==> config.mk <==
export PLATFORM = sky130hd
export DESIGN_NAME = bfst_cell
export DESIGN_NICKNAME = d
export VERILOG_FILES = /design/src/hw/rtl/bfst_pkg.sv /design/src/hw/rtl/bfst_cell.sv
export SDC_FILE = /design/constraint.sdc
export NUM_CORES = 1
export LEC_CHECK = 0
export BUFFER_PORTS_ARGS = -buffer_cell sky130_fd_sc_hd__buf_2
export CORE_MARGIN = 8
export CORE_UTILIZATION = 25
export DETAILED_ROUTE_END_ITERATION = 10
export HOLD_SLACK_MARGIN = 0.08
export PLACE_DENSITY = 0.47
export SLEW_MARGIN = 20
export SYNTH_ARGS = -nofsm -noshare
export SYNTH_HDL_FRONTEND = slang
export SYNTH_SLANG_ARGS = --single-unit
==> constraint.sdc <==
create_clock -name clk_i -period 5.32 [get_ports clk_i]
set_input_delay 0.266 -clock clk_i [delete_from_list [all_inputs] [get_ports clk_i]]
set_output_delay 0.266 -clock clk_i [all_outputs]
set_load 0.005 [all_outputs]
==> src/hw/rtl/bfst_pkg.sv <==
// bfst_pkg: shared types and constants of the best-fit sorted table
`default_nettype none

package bfst_pkg;

  localparam int unsigned ValW  = 32;
  localparam int unsigned OccW  = 9;
  localparam int unsigned StatW = 2;

  typedef enum logic {
    OP_INSERT = 1'b0,
    OP_TAKE   = 1'b1
  } opcode_e;

  typedef enum logic [StatW-1:0] {
    ST_OK    = 2'd0,
    ST_FULL  = 2'd1,
    ST_NOFIT = 2'd2
  } status_e;

  // request item
  typedef struct packed {
    opcode_e             opcode;
    logic [ValW-1:0]     value;
  } req_t;

  // response item
  typedef struct packed {
    status_e             status;
    logic [ValW-1:0]     taken_value;
    logic [OccW-1:0]     occupancy;
  } rsp_t;

  // command broadcast to every cell of the chain
  typedef struct packed {
    logic                ins_en;
    logic                take_en;
    logic [ValW-1:0]     key;
  } cell_cmd_t;

endpackage

`default_nettype wire

==> src/hw/rtl/bfst_cell.sv <==
// bfst_cell: one entry of the sorted chain with its compare and shift logic
`default_nettype none

module bfst_cell #(
  parameter int unsigned Idx  = 0,
  parameter int unsigned CntW = 9
) (
  input  logic                   clk_i,
  input  bfst_pkg::cell_cmd_t    cmd_i,
  input  logic [CntW-1:0]        count_i,
  input  logic                   le_left_i,
  input  logic                   le_right_i,
  input  logic [bfst_pkg::ValW-1:0] val_left_i,
  input  logic [bfst_pkg::ValW-1:0] val_right_i,
  output logic                   le_o,
  output logic [bfst_pkg::ValW-1:0] val_o,
  output logic [bfst_pkg::ValW-1:0] taken_o
);
  import bfst_pkg::*;

  logic [ValW-1:0] val_q, val_d;
  logic            load;
  logic            in_use;
  logic            in_reach;
  logic            sel;

  // position relative to the fill level
  assign in_use   = CntW'(Idx) <  count_i;
  assign in_reach = CntW'(Idx) <= count_i;

  // stored value not above the key, prefix-shaped along the chain
  assign le_o  = in_use && (val_q <= cmd_i.key);
  assign val_o = val_q;

  // last qualifying cell holds the best fit, reported only for a take
  assign sel     = le_o && !le_right_i;
  assign taken_o = (sel && cmd_i.take_en) ? val_q : '0;

  // insert opens a gap at the boundary, take closes the gap at the best fit
  always_comb begin
    val_d = val_q;
    load  = 1'b0;
    if (cmd_i.ins_en && in_reach) begin
      if (!le_left_i) begin
        val_d = val_left_i;
        load  = 1'b1;
      end else if (!le_o) begin
        val_d = cmd_i.key;
        load  = 1'b1;
      end
    end else if (cmd_i.take_en && !le_right_i) begin
      val_d = val_right_i;
      load  = 1'b1;
    end
  end

  // entry storage, undefined until written
  always_ff @(posedge clk_i) begin
    if (load) begin
      val_q <= val_d;
    end
  end

endmodule

`default_nettype wire

==> results.sh <==
export IMPL_clk_path_buf_depth=2
export IMPL_critPathMaxFanout=23
export IMPL_die_height_um=126
export IMPL_grt_pass1_wl_um=16300
export IMPL_placed_area_um2=3970
export IMPL_timing_rr_start="val_o[30]"
export IMPL_vdd_drop_max_mv=0.113
export IMPL_cp_start_kind="flip-flop"
export IMPL_reg2reg_slack_ns=2.11
export IMPL_cts_sinks=32
export IMPL_cts_setup_buffers=0
export IMPL_cts_clk_slew_worst_paths_ns=0.06
export IMPL_worstMarginPinSlew_ns=0.827
export IMPL_top_usage_layer="met2"
export IMPL_timing_slew_headroom_pct=44.9
export IMPL_grtUsageMet1_pct=14.2
export IMPL_pin_count=175
export IMPL_dp_cells=641
export IMPL_die_area_um2=15800
export IMPL_max_clock_freq_mhz=305
export IMPL_drt_first_pass_iters=5
export IMPL_p_leak_nw=2.12
export IMPL_yosysWarnings=0
export IMPL_max_cap_viol_count=0
export IMPL_cp_end_kind="output port"
export IMPL_slew_violations=0
export IMPL_cellPowerDensity_nw_per_um2=226
export IMPL_synth_seq_cells=32
export IMPL_synth_most_common_cell="a21oi_1"
export IMPL_grtUsageMet2_pct=22.9
export IMPL_holdPathStages=3
export IMPL_hpwl_um=8270
export IMPL_overflow=0
export IMPL_pre_cts_ws_ns=2.03
export IMPL_synth_flop_cell="edfxtp_1"
export IMPL_hold_violations=0
export IMPL_rsz0062_at_grt="false"
export IMPL_vias=2959
export IMPL_drtAntennaViolNets=0
export IMPL_grt_max_degree=67
export IMPL_min_period_ns=3.28
export IMPL_cts_buffers=5
export IMPL_synth_area_leader_cell="edfxtp_1"
export IMPL_critPathArrivalTime_ns=3.01
export IMPL_finish_utilization_pct=34.7
export IMPL_grt_pass1_vias=3301
export IMPL_hold_end="val_o[4]"
export IMPL_synth_common_cells="46 x a21oi_1, 39 x nand2_1, 34 x nor2_1"
export IMPL_root_buffer="clkbuf_16"
export IMPL_drc=0
export IMPL_wl_per_cell_um=15.8
export IMPL_antenna_found_initial=0
export IMPL_die_w_um=126
export IMPL_use_met3_pct=3.21
export IMPL_wirelength_um=10300
export IMPL_cts_resized=0
export IMPL_yosys_cell_types_count=30
export IMPL_cts_tree="done"
export IMPL_core_rowCount=40
export IMPL_drtIter0Drc=97
export IMPL_layout_drive_gt1_share_pct=44.6
export IMPL_avgSynthCellArea_um2=8.94
export IMPL_grtUsageTotal_pct=12.5
export IMPL_timing_final_crit_share_pct=61.7
export IMPL_synthCells=337
export IMPL_outcome="finished clean"
export IMPL_worstHoldPathType="primary input to flip-flop"
export IMPL_setup_tns_ns=0
export IMPL_hold_buffers=0
export IMPL_skew_ns=0.00533
export IMPL_largest_reg_flops=32
export IMPL_worstSkewPairLatency_ns=0.27
export IMPL_worstPathRequired_ns=5.05
export IMPL_area_growth_pct=37.2
export IMPL_hp_start="val_right_i[4]"
export IMPL_nNetsFinal=643
export IMPL_synth_top_cell_area_share_pct=31.9
export IMPL_htree_levels=2
export IMPL_seq_area_frac_synth_pct=31.9
export IMPL_critPathKind="flip-flop to output port"
export IMPL_final_area_um2=4140
export IMPL_gp_congestion=0.760
export IMPL_synth_area_leaders="edfxtp_1 32%, ha_1 13%, mux2i_1 11%, nor3_2 9.6%, a21oi_1 7.6%"
export IMPL_final_cells=650
export IMPL_setup_viol=0
export IMPL_viasPerCell=4.55
export IMPL_reg2reg_to="val_o[28]"
export IMPL_portBuffers=174
export IMPL_synth_edf_count=32
export IMPL_syn_area_um2=3010
export IMPL_async_reset_ff_share_pct=0
export IMPL_reg2regPathDepth=6
export IMPL_fin_ws_ns=2.04
export IMPL_syn_nets=479
export IMPL_start_util_pct=25.3
export IMPL_coreArea_um2=11900
## placed cells by master (no fill, tap or decap), types with 4 or more instances in the layout
| cell type | n |
|---|---|
| a21oi_1 | 46 |
| buf_2 | 174 |
| buf_4 | 5 |
| clkbuf_16 | 5 |
| edfxtp_1 | 32 |
| ha_1 | 32 |
| inv_1 | 33 |
| mux2i_1 | 32 |
| nand2_1 | 39 |
| nand4_1 | 8 |
| nor2_1 | 34 |
| nor3_1 | 4 |
| nor3_2 | 29 |
| o21ai_0 | 4 |
## critical path, stage by stage (launching register included)
cell and delay, ns:
edfxtp_1 0.42, ha_1 0.33, nand4_1 0.21, nor3_1 0.24, a22oi_1 0.12, a22oi_2 0.66, buf_4 0.48, nor3_2 0.09
buf_2 0.16
## metal layers
metal  share of wire [%]  wire length [um]
met1                  43              4380
met2                  50              5180
met4                0.87                89
met5                   0                 0
met3                 6.1               632
## where the power goes
part	switching [mW]	internal, mW
sequential	0.0199	0.312
clock	0.108	0.220
combinational	0.153	0.121
total	0.281	0.653
## final cells by class
class | count | area [um^2]
Antenna cell | 1 | 2.50
Sequential cell | 32 | 961
Multi-Input combinational cell | 250 | 1790
Fill cell | 1281 | 7770
Clock inverter | 2 | 35.0
Timing Repair Buffer | 179 | 908
Tap cell | 147 | 184
Clock buffer | 6 | 129
Inverter | 33 | 124
## cells by family (layout without fill, tap and decap cells)
| family | count (synthesis) | count (layout) | synth area share (%) |
|---|---|---|---|
| AOI/OAI and AO/OA | 61 | 61 | 11.2 |
| adders and majority gates | 32 | 32 | 13.3 |
| buffers and inverters | 55 | 220 | 8.97 |
| DFF | 32 | 32 | 31.9 |
| muxes | 32 | 32 | 10.6 |
| other | 0 | 1 | 0 |
| and+or+nand+nor | 125 | 125 | 24.0 |
## worst max path at each step
| stage | depth (start not counted) | slack [ns] | startpoint | endpoint |
|---|---|---|---|---|
| final | 8 | 2.04 | val_o[30] | taken_o[28] |
| after global routing | 8 | 1.75 | val_o[29] | taken_o[31] |
| after CTS | 8 | 1.97 | val_o[30] | taken_o[29] |
| after detailed placement | 6 | 2.03 | val_o[30] | val_o[28] |
| after global placement | 6 | 2.11 | val_o[31] | val_o[28] |
| after floorplan | 7 | 2.34 | val_o[13] | val_o[0] |
## stage by stage
step                      total power [mW]  hold WS [ns]
after floorplan                      0.487         0.492
after global placement               0.614         0.593
after detailed placement             0.618         0.592
after CTS                            0.952         0.306
final                                0.934         0.313
after global routing                 0.995         0.316
(Power assumes the default switching activity.)
